### src/cwvd_pkg.sv
// ----------------------------------------------------------------------------
// cwvd_pkg
// Shared widths and constants of the weighted volume dissimilarity block.
// ----------------------------------------------------------------------------
`default_nettype none
package cwvd_pkg;
    localparam int SAMPLE_W        = 24;
    localparam int IN_DATA_W       = 48;
    localparam int OUT_DATA_W      = 56;
    localparam int ZETA_W          = 40;
    localparam int CORT_W          = 16;
    localparam int MAX_SAMPLES_DEF = 4096;
    localparam int SAMPLE_BITS_DEF = 24;
    localparam int SUM_W           = 64;
    localparam int VOL_W           = 37;
    localparam int MUL_W           = 32;
    localparam int PROD_W          = 64;
    localparam int ROOT_W          = 31;
    localparam int SHIFT_W         = 5;
    localparam int EXTRA_W         = 7;
    localparam int QUOT_W          = 32;
    localparam int DIV_CNT_W       = 8;
    localparam int PHI_W           = 18;
    localparam int TERM_CNT_W      = 4;
    localparam int TERMS           = 12;
    localparam int SQUARINGS       = 3;
    localparam int CORT_FRAC_SHIFT = 16;
    localparam logic [QUOT_W-1:0] QUOT_LIMIT = QUOT_W'(1 << 20);
    localparam logic [63:0] NORM_FLOOR = 64'd1 << 60;
    localparam logic [63:0] Q30_ONE    = 64'd1 << 30;
    localparam logic [63:0] Q30_HALF   = 64'd1 << 29;
endpackage
`default_nettype wire

### src/cwvd_mul.sv
// ----------------------------------------------------------------------------
// cwvd_mul
// Shared 32x32 unsigned multiplier with a registered product.
// ----------------------------------------------------------------------------
`default_nettype none
module cwvd_mul (
    input  wire logic                       i_clk,
    input  wire logic [cwvd_pkg::MUL_W-1:0] i_a,
    input  wire logic [cwvd_pkg::MUL_W-1:0] i_b,
    output logic [cwvd_pkg::PROD_W-1:0]     o_prod
);
    import cwvd_pkg::*;

    logic [PROD_W-1:0] r_prod;

    always_ff @(posedge i_clk) begin
        r_prod <= PROD_W'(i_a) * PROD_W'(i_b);
    end

    assign o_prod = r_prod;
endmodule
`default_nettype wire

### config.mk
export PLATFORM = sky130hd
export DESIGN_NAME = cwvd_mul
export DESIGN_NICKNAME = d
export VERILOG_FILES = /design/src/cwvd_pkg.sv /design/src/cwvd_mul.sv
export SDC_FILE = /design/constraint.sdc
export NUM_CORES = 2
export LEC_CHECK = 0
export BUFFER_PORTS_ARGS = -buffer_cell sky130_fd_sc_hd__buf_2
export CORE_ASPECT_RATIO = 0.8
export CORE_MARGIN = 2
export CORE_UTILIZATION = 35
export CTS_BUF_LIST = sky130_fd_sc_hd__clkbuf_16
export CTS_CLUSTER_DIAMETER = 50
export DETAILED_ROUTE_END_ITERATION = 8
export PLACE_DENSITY = 0.55
export REMOVE_ABC_BUFFERS = 1
export SETUP_SLACK_MARGIN = 0.5
export SLEW_MARGIN = 10
export SYNTH_ARGS = -nofsm -noshare
export SYNTH_HDL_FRONTEND = slang
export SYNTH_SLANG_ARGS = --single-unit
### constraint.sdc
create_clock -name i_clk -period 10.1 [get_ports i_clk]
set_input_delay 1.515 -clock i_clk [delete_from_list [all_inputs] [get_ports i_clk]]
set_output_delay 1.515 -clock i_clk [all_outputs]
set_load 0.05 [all_outputs]
### After elaboration in Yosys (flattened, before gate mapping)

Index checks and enable logic that the tools add are counted.

* multipliers: 1

Operator list (count)
* multiplier 32 x 32 -> 64 bit: 1

* bits of input ports: 65
* flip-flop bits (word level): 64
* word-level logic and storage cells: 2

### Depth between registers and ports, before layout

* depth after elaboration: 1
* gate-level depth with buffers: 29
* depth with buffers taken out: 27

### Worst setup path after synthesis

Ideal clock, no wire load.

* kind: input to register
* start point: input i_a[25] in the netlist's numbering
* end point: register r_prod[62] (netlist: o_prod[62])
* path buffers: 2
* library setup time: 0.072 ns
* stages on the path: 25
* required time: 10.028 ns
* data arrival time: 8.196 ns
* path slack: 1.832 ns
* cells stage by stage: clkbuf_1 > nand2_1 > fa_1 > inv_1 > fa_1 > inv_1 > fa_1 > inv_1 > fa_1 > fa_1 > fa_1 > fa_1 > inv_1 > fa_1 > inv_1 > ha_1 > buf_2 > nand4_1 > or4_1 > or3_1 > a31oi_1 > a31o_2 > a211oi_1 > o21ai_1 > xor2_1

* cells in the longest elaborated chain, start to end: 1

RTL lines
* from (decl): RTL line cwvd_mul.sv:8 `input wire logic [cwvd_pkg::MUL_W-1:0] i_a,`
* multiplier 32 x 32 -> 64 bit: RTL line cwvd_mul.sv:17 `r_prod <= PROD_W'(i_a) * PROD_W'(i_b);`
* to (signal assigned): RTL line cwvd_mul.sv:17
* to (decl): RTL line cwvd_mul.sv:14 `logic [PROD_W-1:0] r_prod;`

No other way between the ends.

### Worst setup path in the final report

* start point: input i_b[8] in the netlist's numbering
* end point: register r_prod[62] (netlist: o_prod[62])

* cells in the longest elaborated chain, start to end: 1

RTL lines
* from (decl): RTL line cwvd_mul.sv:9 `input wire logic [cwvd_pkg::MUL_W-1:0] i_b,`
* multiplier 32 x 32 -> 64 bit: RTL line cwvd_mul.sv:17

No other way between the ends.

==> metrics <==
Synth cell types=57; Initial Util=35.22%; global-route wire length before repair=168400 um; Routability Congestion=0.9168; critical-path maximum fanout=19; relative slew slack=31.66%; Synthesis Warnings=0; worst hold path class=in2reg; Post-CTS Hold Fix Bufs=0; max frequency=0.1091 GHz; largest net degree at the start of global routing=33; Final Hold Fails=0; initial antenna violation count=7; Die X=355.9 um; RSZ-0062 raised after global routing=false; share of layout cells above drive strength 1=5.897%; Seq/Total Area, Yosys=3.695%; Clock Path Buffers=2; max reg flops=64; total clock sinks=64; Num CTS Buffers=9; Gate Count Post-Synth=3748; Nets=4950; Setup Crit Path Kind=in2reg; # IOs=129; wire per inst=21.27 um; number of global-route vias before repair=26560; period utilization=90.78%; Remaining DRCs=0; CP arrival=9470 ps; total of max-cap violations=0; pins over their slew limit=0; core box area=0.09846 sq mm; Routed Antenna Nets=0; total grt overflow=0; Main synth FF type=dfxtp_1; Synth Cell Area=0.03468 sq mm; Final TNS setup=0 ps; DIE AREA=0.1016 sq mm; GR Util All Layers=22.07%; Mean Syn Cell Area=9.252 sq um; Post-synth EDFFs=0; first drt pass iteration count=6; clk slew on worst S/H paths=70 ps; CP Launch Type=input port; DR vias=24550; final wirelength=107300 um; die height=285.5 um; clock root cell=clkbuf_16; crit end category=flip-flop; cts repair resizes=0; Via density=4.867; Synth-to-Final Area Change=6.455%; CTS tree=built; FF+latch count, synth=64; setup violators final=0; post-layout min period=9169 ps; Worst EP required=10400 ps; initial detailed-routing violation count=1747; Post-DP HPWL=86550 um; asr flop ratio synth=0%; status=completed; CTS H-tree depth=3; Slew @ Worst Pin=1025 ps; row cnt=103; Post-CTS Setup Inserts=0; Port Buf Inserts=128
-- layout make-up --
class                      count  area, sq um
tap                         1312         1642
fill                       10090        61550
clock buffer                   9        225.2
multi-input combinational   2599        29310
timing repair buffer         187         1121
antenna                        2        5.005
sequential                    64         1281
inverter                     865         3247
clock inverter                 7        78.83
-- logic make-up after synthesis --
| group | after synthesis | share of synthesized area [%] |
|---|---|---|
| mux | 1 | 0.02887 |
| compound gates | 202 | 4.153 |
| simple gates | 1177 | 17.62 |
| buf+inv | 1085 | 11.77 |
| xor+xnor | 60 | 1.515 |
| fa+ha+maj | 1159 | 61.22 |
| flops | 64 | 3.695 |
-- metrics by stage --
stage          instance area (sq um)  util (%)  hold slack, ps  setup WS [ps]  std cells
2_1_floorplan                  33840         -            1637           2116       3528
3_3_place_gp                   36610     37.18            1984          699.1       5027
3_5_place_dp                   36610     37.18            1986          637.6       5027
4_1_cts                        36910     37.49            1713           1003       5043
5_1_grt                        36910     37.49            1747          670.1       5043
6_report                       36910     37.49            1751          931.0       5045
-- cell usage in the layout (no fill, tap or decap), types with 4 or more instances in the layout --
master	instances
o21bai_1	10
nand4_1	23
a31oi_1	12
fa_1	896
nor2_1	20
and2_1	602
and3_1	14
o21ai_0	21
o21a_1	9
a221o_1	4
buf_2	128
nand2_1	480
xor2_1	25
buf_4	56
o21ai_1	5
xnor2_1	35
nor3_1	7
inv_1	865
a21oi_1	63
nand3_1	10
clkbuf_16	9
a21o_1	40
dfxtp_1	64
ha_1	263
-- synthesized netlist by cell type, types with 21 or more instances --
| cell type | n | area share, % |
|---|---|---|
| ha_1 | 263 | 9.5 |
| nand4_1 | 23 | 0.41 |
| xor2_1 | 25 | 0.63 |
| o21ai_0 | 21 | 0.30 |
| a21o_1 | 40 | 0.87 |
| dfxtp_1 | 64 | 3.7 |
| clkbuf_1 | 213 | 2.3 |
| and2_1 | 602 | 11 |
| a21oi_1 | 63 | 0.91 |
| nand2_1 | 480 | 5.2 |
| inv_1 | 865 | 9.4 |
| fa_1 | 896 | 52 |
| xnor2_1 | 35 | 0.88 |
-- routing by layer --
metal  part of all wire (%)  GRT usage (%)  routed length, um  up-vias
li1                       -              -                  -    10790
met1                     48          34.03              51580    12810
met2                     42          31.69              44650      862
met3                    8.6          4.810               9178       84
met4                    1.7          4.114               1878        6
met5                  0.032              0                 34        -
-- worst paths after layout --
kind	from	endpoint	slack, ps	depth (start not counted)
worst max-delay path	i_b[8]	o_prod[62]$_DFF_P_	930	26
worst min-delay path	i_a[0]	o_prod[0]$_DFF_P_	1750	2
-- critical path: stages --
cell and delay (ps):
buf_2 330, buf_4 400, nand2_1 130, fa_1 550, inv_1 50, fa_1 530, inv_1 50, fa_1 520
inv_1 50, fa_1 500, fa_1 570, fa_1 430, fa_1 510, inv_1 60, fa_1 470, inv_1 40
ha_1 430, nand4_1 310, or4_1 500, or3_1 410, a31oi_1 190, buf_4 180, a31o_2 200, a211oi_1 120
o21ai_1 210, xor2_1 180
Power is not shown: default switching activity piles up to over one toggle a cycle in this logic, so the estimate is an artifact.
