File: src/cwvd_pkg.sv
// ----------------------------------------------------------------------------
// cwvd_pkg
// Shared widths and constants of the weighted volume dissimilarity block.
// ----------------------------------------------------------------------------
`default_nettype none
package cwvd_pkg;
    localparam int SAMPLE_W        = 24;
    localparam int IN_DATA_W       = 48;
    localparam int OUT_DATA_W      = 56;
    localparam int ZETA_W          = 40;
    localparam int CORT_W          = 16;
    localparam int MAX_SAMPLES_DEF = 4096;
    localparam int SAMPLE_BITS_DEF = 24;
    localparam int SUM_W           = 64;
    localparam int VOL_W           = 37;
    localparam int MUL_W           = 32;
    localparam int PROD_W          = 64;
    localparam int ROOT_W          = 31;
    localparam int SHIFT_W         = 5;
    localparam int EXTRA_W         = 7;
    localparam int QUOT_W          = 32;
    localparam int DIV_CNT_W       = 8;
    localparam int PHI_W           = 18;
    localparam int TERM_CNT_W      = 4;
    localparam int TERMS           = 12;
    localparam int SQUARINGS       = 3;
    localparam int CORT_FRAC_SHIFT = 16;
    localparam logic [QUOT_W-1:0] QUOT_LIMIT = QUOT_W'(1 << 20);
    localparam logic [63:0] NORM_FLOOR = 64'd1 << 60;
    localparam logic [63:0] Q30_ONE    = 64'd1 << 30;
    localparam logic [63:0] Q30_HALF   = 64'd1 << 29;
endpackage
`default_nettype wire

File: src/cwvd_div.sv
// ----------------------------------------------------------------------------
// cwvd_div
// Restoring divider, one quotient bit per cycle, over the 64 dividend bits
// and a number of extra zero bits; optional saturation of the quotient.
// ----------------------------------------------------------------------------
`default_nettype none
module cwvd_div (
    input  wire logic                          i_clk,
    input  wire logic                          i_rst_n,
    input  wire logic                          i_start,
    input  wire logic                          i_sat,
    input  wire logic [cwvd_pkg::SUM_W-1:0]    i_num,
    input  wire logic [cwvd_pkg::SUM_W-1:0]    i_den,
    input  wire logic [cwvd_pkg::EXTRA_W-1:0]  i_extra,
    output logic                               o_done,
    output logic [cwvd_pkg::QUOT_W-1:0]        o_quot
);
    import cwvd_pkg::*;

    logic                 r_busy;
    logic                 r_done;
    logic                 r_sat;
    logic [DIV_CNT_W-1:0] r_cnt;
    logic [SUM_W-1:0]     r_num;
    logic [SUM_W-1:0]     r_den;
    logic [SUM_W-1:0]     r_rem;
    logic [QUOT_W-1:0]    r_quot;
    logic [SUM_W-1:0]     rem_sh;
    logic                 ge;
    logic [QUOT_W:0]      q_wide;
    logic [QUOT_W-1:0]    q_next;

    always_comb begin
        rem_sh = {r_rem[SUM_W-2:0], r_num[SUM_W-1]};
        ge     = (rem_sh >= r_den);
        q_wide = {r_quot, ge};
        if (r_sat && (q_wide > (QUOT_W+1)'(QUOT_LIMIT))) begin
            q_next = QUOT_LIMIT;
        end else begin
            q_next = q_wide[QUOT_W-1:0];
        end
    end

    always_ff @(posedge i_clk) begin
        if (!i_rst_n) begin
            r_busy <= 1'b0;
            r_done <= 1'b0;
        end else begin
            r_done <= 1'b0;
            if (i_start) begin
                r_busy <= 1'b1;
            end else if (r_busy && (r_cnt == DIV_CNT_W'(1))) begin
                r_busy <= 1'b0;
                r_done <= 1'b1;
            end
        end
        if (i_start) begin
            r_num  <= i_num;
            r_den  <= i_den;
            r_sat  <= i_sat;
            r_rem  <= '0;
            r_quot <= '0;
            r_cnt  <= DIV_CNT_W'(SUM_W) + DIV_CNT_W'(i_extra);
        end else if (r_busy) begin
            r_num  <= {r_num[SUM_W-2:0], 1'b0};
            r_rem  <= ge ? (rem_sh - r_den) : rem_sh;
            r_quot <= q_next;
            r_cnt  <= r_cnt - DIV_CNT_W'(1);
        end
    end

    assign o_done = r_done;
    assign o_quot = r_quot;
endmodule
`default_nettype wire

File: config.mk
export PLATFORM = sky130hd
export DESIGN_NAME = cwvd_div
export DESIGN_NICKNAME = d
export VERILOG_FILES = /design/src/cwvd_pkg.sv /design/src/cwvd_div.sv
export SDC_FILE = /design/constraint.sdc
export NUM_CORES = 1
export LEC_CHECK = 0
export BUFFER_PORTS_ARGS = -buffer_cell sky130_fd_sc_hd__buf_2
export CAP_MARGIN = 0
export CORE_UTILIZATION = 35
export DETAILED_ROUTE_END_ITERATION = 10
export HOLD_SLACK_MARGIN = 0.02
export PLACE_DENSITY = 0.62
export SLEW_MARGIN = 10
export SYNTH_ARGS = -nofsm -noshare
export SYNTH_HDL_FRONTEND = slang
export SYNTH_SLANG_ARGS = --single-unit
File: constraint.sdc
create_clock -name i_clk -period 3.4 [get_ports i_clk]
set_clock_uncertainty 0.2 [all_clocks]
set_input_delay 0.34 -clock i_clk [delete_from_list [all_inputs] [get_ports i_clk]]
set_output_delay 0.34 -clock i_clk [all_outputs]
set_load 0.01 [all_outputs]
== Word level (Yosys, flattened, before mapping) ==
Cells that the tools add are included.

* Memories: 0
* Output and inout bits: 33
* Latch bits: 0
* Logic and storage cells: 29
* Memory bits (writable): 0
* Memory bits (read-only): 0
* Flip-flop bits (word level): 234

* Div/mod/pow operators: 0
* Magnitude comparators: 2
* $add $sub $neg: 3
* Mux-type cells: 9
* Multipliers: 0
* Shift-type cells: 0
* Bitwise logic cells: 1
* Reductions and logical operators: 5
* Equality and inequality tests: 1

{| class="wikitable"
|+ Operators by type and width
! operator !! count
|-
| $mux 64 || 2
|-
| $ge 64x64->1 || 1
|-
| $mux 63 || 1
|-
| $sub 63x63->63 || 1
|-
| $gt 33x21->1 const B || 1
|-
| $mux 32 || 1
|-
| $mux 8 || 2
|-
| $add 7x7->8 const A || 1
|-
| $eq 8x1->1 const B || 1
|-
| $sub 8x1->8 const B || 1
|-
| $reduce_bool 2->1 || 2
|-
| $mux 1 || 3
|-
| $logic_and 1x1->1 || 2
|-
| $reduce_or 2->1 || 1
|-
| $not 1->1 || 1
|}

== Logic depth before layout (Yosys ltp) ==
* Depth in word-level cells: 4
* Depth in mapped cells: 15

== Least setup slack after synthesis ==
Ideal clock, no wire load.

* Path kind: register to register
* Start point: reg r_num[63]
* End point: reg r_rem[62]
* Setup time: 0.117 ns
* Data required time: 3.083 ns
* Cell stages (with the launch flop): 13
* Path slack: 0.165 ns
* Path buffers: 1
* Data arrival time: 2.918 ns
* Period minus slack after synthesis: 3.235 ns
* Path through: edfxtp_1 > inv_1 > ha_1 > fa_1 > nand2b_1 > a211oi_1 > o31ai_1 > a21oi_2 > a21oi_4 > o211a_1 > buf_4 > or4_1 > a32o_1

* Word-level cells in the longest chain between the ends: 2
* Elaborated cells on any way between the ends: 3
* Classes of those cells: add/sub (1); order compare (1); mux (1)

{| class="wikitable"
|+ Ends and longest elaborated chain
! what !! RTL line !! source
|-
| start: declaration || cwvd_div.sv:24 || <nowiki>logic [SUM_W-1:0] r_num;</nowiki>
|-
| start signal: assignment || cwvd_div.sv:58 || <nowiki>r_num <= i_num;</nowiki>
|-
| start signal: assignment || cwvd_div.sv:65 || <nowiki>r_num <= {r_num[SUM_W-2:0], 1'b0};</nowiki>
|-
| $sub 63x63->63 / $ge 64x64->1 (equally long branches) || cwvd_div.sv:66, cwvd_div.sv:35 ||
|-
| $mux 63 * || cwvd_div.sv:66 || <nowiki>r_rem <= ge ? (rem_sh - r_den) : rem_sh;</nowiki>
|-
| end signal: assignment || cwvd_div.sv:66 ||
|-
| end: declaration || cwvd_div.sv:26 || <nowiki>logic [SUM_W-1:0] r_rem;</nowiki>
|}

Every way passes the cells marked *; elsewhere a longest branch is shown, timed or not.
A chain may end at the register's enable or synchronous reset.

== Final worst setup path ==
* Start point: reg r_den[0]
* End point: reg r_rem[58]

* Word-level cells in the longest chain between the ends: 2
* Elaborated cells on any way between the ends: 3
* Classes of those cells: add/sub (1); order compare (1); mux (1)

{| class="wikitable"
|+ Ends and longest elaborated chain
! what !! RTL line !! source
|-
| start: declaration || cwvd_div.sv:25 || <nowiki>logic [SUM_W-1:0] r_den;</nowiki>
|-
| start signal: assignment || cwvd_div.sv:59 || <nowiki>r_den <= i_den;</nowiki>
|-
| $sub 63x63->63 / $ge 64x64->1 (equally long branches) || cwvd_div.sv:66, cwvd_div.sv:35 ||
|-
| $mux 63 * || cwvd_div.sv:66 ||
|}

Marked as above.

==> summary.md <==
| Metric | Value |
|---|---|
| Worst EP required | 3670 ps |
| Top post-synthesis cells by count | sky130_fd_sc_hd__edfxtp_1 (137), sky130_fd_sc_hd__nor2_1 (109), sky130_fd_sc_hd__nand2_1 (102), sky130_fd_sc_hd__dfxtp_1 (97), sky130_fd_sc_hd__a21oi_1 (95) |
| Share of the yosys chip area belonging to registers | 46.3% |
| Kind of start point of the critical path | flop |
| Total Routing Usage GR | 18.4% |
| Proportion of layout cells with a drive suffix above 1 | 30.1% |
| Net count of the mapped netlist | 1503 |
| Worst Tran Pin Value | 929 ps |
| Area of the core | 36700 µm² |
| WS Path Type | flop to flop |
| Number of max-slew violations in the final report | 0 |
| Maximum clock frequency | 0.299 GHz |
| Post-Synthesis Cell Area | 13100 µm² |
| CTS clock-pin slew for the worst setup and hold paths | 60 ps |
| Most numerous cell in the Yosys netlist | sky130_fd_sc_hd__edfxtp_1 |
| Top cell type by total area after synthesis | sky130_fd_sc_hd__edfxtp_1 |
| Total gr overflow | 0 |
| Vias per inst | 5.18 |
| Type of element capturing the critical path | flop |
| Delay of the slowest cell on the worst path | 400 ps |
| ANT cells | 0 |
| Data arrival time of the worst path | 3610 ps |
| PD cells | 451 nW/µm² |
| Post-DRT Antenna Nets | 0 |
| Worst-skew pair later-pin latency | 580 ps |
| Slowest cell on crit path | sky130_fd_sc_hd__o41ai_2 |
| Number of placement rows | 70 |
| Remaining DRCs | 0 |
| DRT Pass-1 Iters | 4 |
| Power share of the combinational group | 22.0% |
| Proportion of power drawn by flip-flops and latches | 40.8% |
| Max-cap viol count | 0 |
| Setup repair after global routing missed its margin | yes |
| Die Footprint | 38200 µm² |
| Most common flop cell mapped by yosys | sky130_fd_sc_hd__edfxtp_1 |
| Total number of nets in the final design | 1919 |
| Critical path cell sequence | ha_2, fa_2, nand2b_4, a211oi_4, o31ai_4, a2111oi_4, buf_4, nor2_4, o22ai_4, a41oi_2, o41ai_2, xnor2_1, o21ai_2 |
| Top cell type's share of synthesized area | 31.4% |
| Post-synthesis async set-or-reset flop share | 0% |
| Final worst path period need | 3350 ps |
| Worst rel slew slack | 38.0% |
| Global-route wire length before repair | 56.9 mm |
| Number of buffers added by the clock tree synthesis step | 28 |
| Pwr Total | 8.19 mW |
| Via count of the first global-routing pass | 11.3k |
| Flop and latch count out of synthesis | 234 |
| Part of the power in the clock network | 37.2% |
| Number of vias after detailed routing | 11.4k |
| Leakage dissipation | 7.62 nW |
| Post-Syn Area per Cell | 10.1 µm² |
| Number of input and output port buffers inserted | 171 |
| Combined buffer and inverter count along the critical path | 1 |
| Final weighted congestion in routability-driven placement | 0.890 |
| Maximum fanout encountered on the critical timing path | 3 |
| Largest net degree at the start of global routing | 72 |
| CTS Root Cell | sky130_fd_sc_hd__clkbuf_16 |
| Initial standard-cell utilization of the core | 35.7% |
| Setup violation total in the final timing report | 0 |
| Max H-tree Level | 1 |
| Longest Clk Path Bufs | 3 |
| Hold Vio Cnt, Final | 0 |
| Average wire per cell in the routed design | 16.5 µm |
| Worst hold-check path type | input port to flop |
| CTS tree | built |
| Worst supply voltage drop on vdd | 0.385 mV |
| DIE WIDTH | 195 µm |
| Family with the most delay on the worst path | compound AO/OA/AOI/OAI gates |
| Iteration-0 DRC Markers | 680 |
| Final hold slack | 265 ps |
| Fin crit share | 98.4% |
| Wirelength, routed | 36.2 mm |
| Instance count of the mapped netlist | 1297 |
| Layout overhead on the synthesized area | 38.7% |
| Boundary pin count | 172 |
| Register-to-register path setup slack | 50 ps |
| Internal Pwr Total | 5.93 mW |
| Biggest area contributors in the synthesized netlist | sky130_fd_sc_hd__edfxtp_1 (31%), sky130_fd_sc_hd__dfxtp_1 (15%), sky130_fd_sc_hd__ha_1 (6.3%), sky130_fd_sc_hd__mux2_2 (5.5%), sky130_fd_sc_hd__a21oi_1 (3.6%) |
| Post-synthesis cell type count | 79 |
| Vertical die dimension | 195 µm |
| HPWL after detailed placement | 24.7 mm |
| Result of the run | finished clean |
| Yosys warns | 0 |
| Count of flip-flops with a built-in enable after synthesis | 137 |
| Number of antenna violations at the first check in global routing | 0 |
| Net switching power of the design | 2.26 mW |
| Number of clock sinks seen by CTS | 234 |
| Fraction of power spent switching nets | 27.6% |
| Filler instances | 3295 |
## cell families after synthesis
kind of cell,count (synthesis),synth area share (%)
DFF,234,46.3
and+or+nand+nor,317,11.2
AOI/OAI and AO/OA,390,21.1
muxes,73,6.19
xor gates and xnor gates,56,3.75
buffers and inverters,160,5.07
adders and majority gates,67,6.46
## power groups by stage
stage               Clock (mW)  Combinational, mW  Sequential, mW
CTS                       3.14               1.67            3.34
global placement             0               1.52            3.39
detailed placement           0               1.53            3.39
finish                    3.04               1.80            3.34
global route              3.23               1.98            3.36
floorplan                    0               1.00            3.36
## sequential cells by signal, summed over array words and instances, names as in the netlist
| register | flops |
|---|---|
| o_quot | 32 |
| r_busy | 1 |
| o_done | 1 |
| r_rem | 63 |
| r_den | 64 |
| r_sat | 1 |
| r_num | 64 |
| r_cnt | 8 |
## final timing paths
| check | start | to | cells after the start |
|---|---|---|---|
| setup reg to reg | r_den[0] | r_rem[58] | 13 |
| hold / removal | i_den[35] | r_den[35] | 2 |
| hold reg to reg | r_rem[26] | r_rem[26] | 2 |
| setup / recovery | r_den[0] | r_rem[58] | 13 |
## layer usage
metal	up-vias	global-route usage, %	routed length (µm)	share of wire (%)
met1	5445	23.6	16300	45
met4	0	6.77	1160	3.2
met3	58	3.13	1560	4.3
li1	5630	-	-	-
met5	-	0	0	0
met2	270	30.8	17300	48
## cell type report
| class | instances | area, µm² | area share [%] |
|---|---|---|---|
| tap | 468 | 586 | 3.22 |
| inverter | 88 | 330 | 1.82 |
| multi-input combinational | 903 | 6850 | 37.7 |
| sequential | 234 | 6060 | 33.4 |
| clock buffer | 39 | 772 | 4.25 |
| clock inverter | 13 | 169 | 0.930 |
| timing repair buffer | 458 | 3390 | 18.7 |
## layout by cell type (no fill, tap or decap), types with 11 or more instances in the layout
cell,synthesis,routed
sky130_fd_sc_hd__a211oi_1,37,32
sky130_fd_sc_hd__a21o_1,34,34
sky130_fd_sc_hd__a21oi_1,95,86
sky130_fd_sc_hd__a22o_1,39,39
sky130_fd_sc_hd__buf_2,24,170
sky130_fd_sc_hd__buf_4,9,145
sky130_fd_sc_hd__clkbuf_16,0,28
sky130_fd_sc_hd__dfxtp_1,97,96
sky130_fd_sc_hd__dlygate4sd3_1,0,138
sky130_fd_sc_hd__edfxtp_1,137,137
sky130_fd_sc_hd__ha_1,66,48
sky130_fd_sc_hd__ha_4,0,11
sky130_fd_sc_hd__inv_1,88,83
sky130_fd_sc_hd__mux2_2,64,64
sky130_fd_sc_hd__nand2_1,102,99
sky130_fd_sc_hd__nand3_1,19,18
sky130_fd_sc_hd__nand4_1,22,22
sky130_fd_sc_hd__nor2_1,109,105
sky130_fd_sc_hd__nor4_1,14,13
sky130_fd_sc_hd__o21a_1,12,12
sky130_fd_sc_hd__o21ai_0,67,59
sky130_fd_sc_hd__o21bai_1,12,12
sky130_fd_sc_hd__xnor2_1,37,37
sky130_fd_sc_hd__xor2_1,19,19
## what timing repair did
action	4_1_cts	5_1_grt
hold buffers	138	0
buffers inserted	0	20
endpoints found under the setup margin	17	80
endpoints found under the hold margin	156	0
resized for setup	8	84
pin swaps	2	36
## through the flow
| stage | setup WS [ps] | area [µm²] | std cells | setup TNS (ps) | util [%] |
|---|---|---|---|---|---|
| after CTS | 1.90 | 17600 | 2183 | 0 | 47.9 |
| after floorplan | 165 | 13100 | 1297 | 0 | - |
| after global routing | -123 | 18200 | 2203 | -495 | 49.5 |
| after global placement | -36.0 | 15200 | 1993 | -121 | 41.5 |
| final | 52.9 | 18200 | 2203 | 0 | 49.5 |
| after detailed placement | -68.2 | 15200 | 1993 | -548 | 41.5 |
Power figures use the tool's default switching activity.
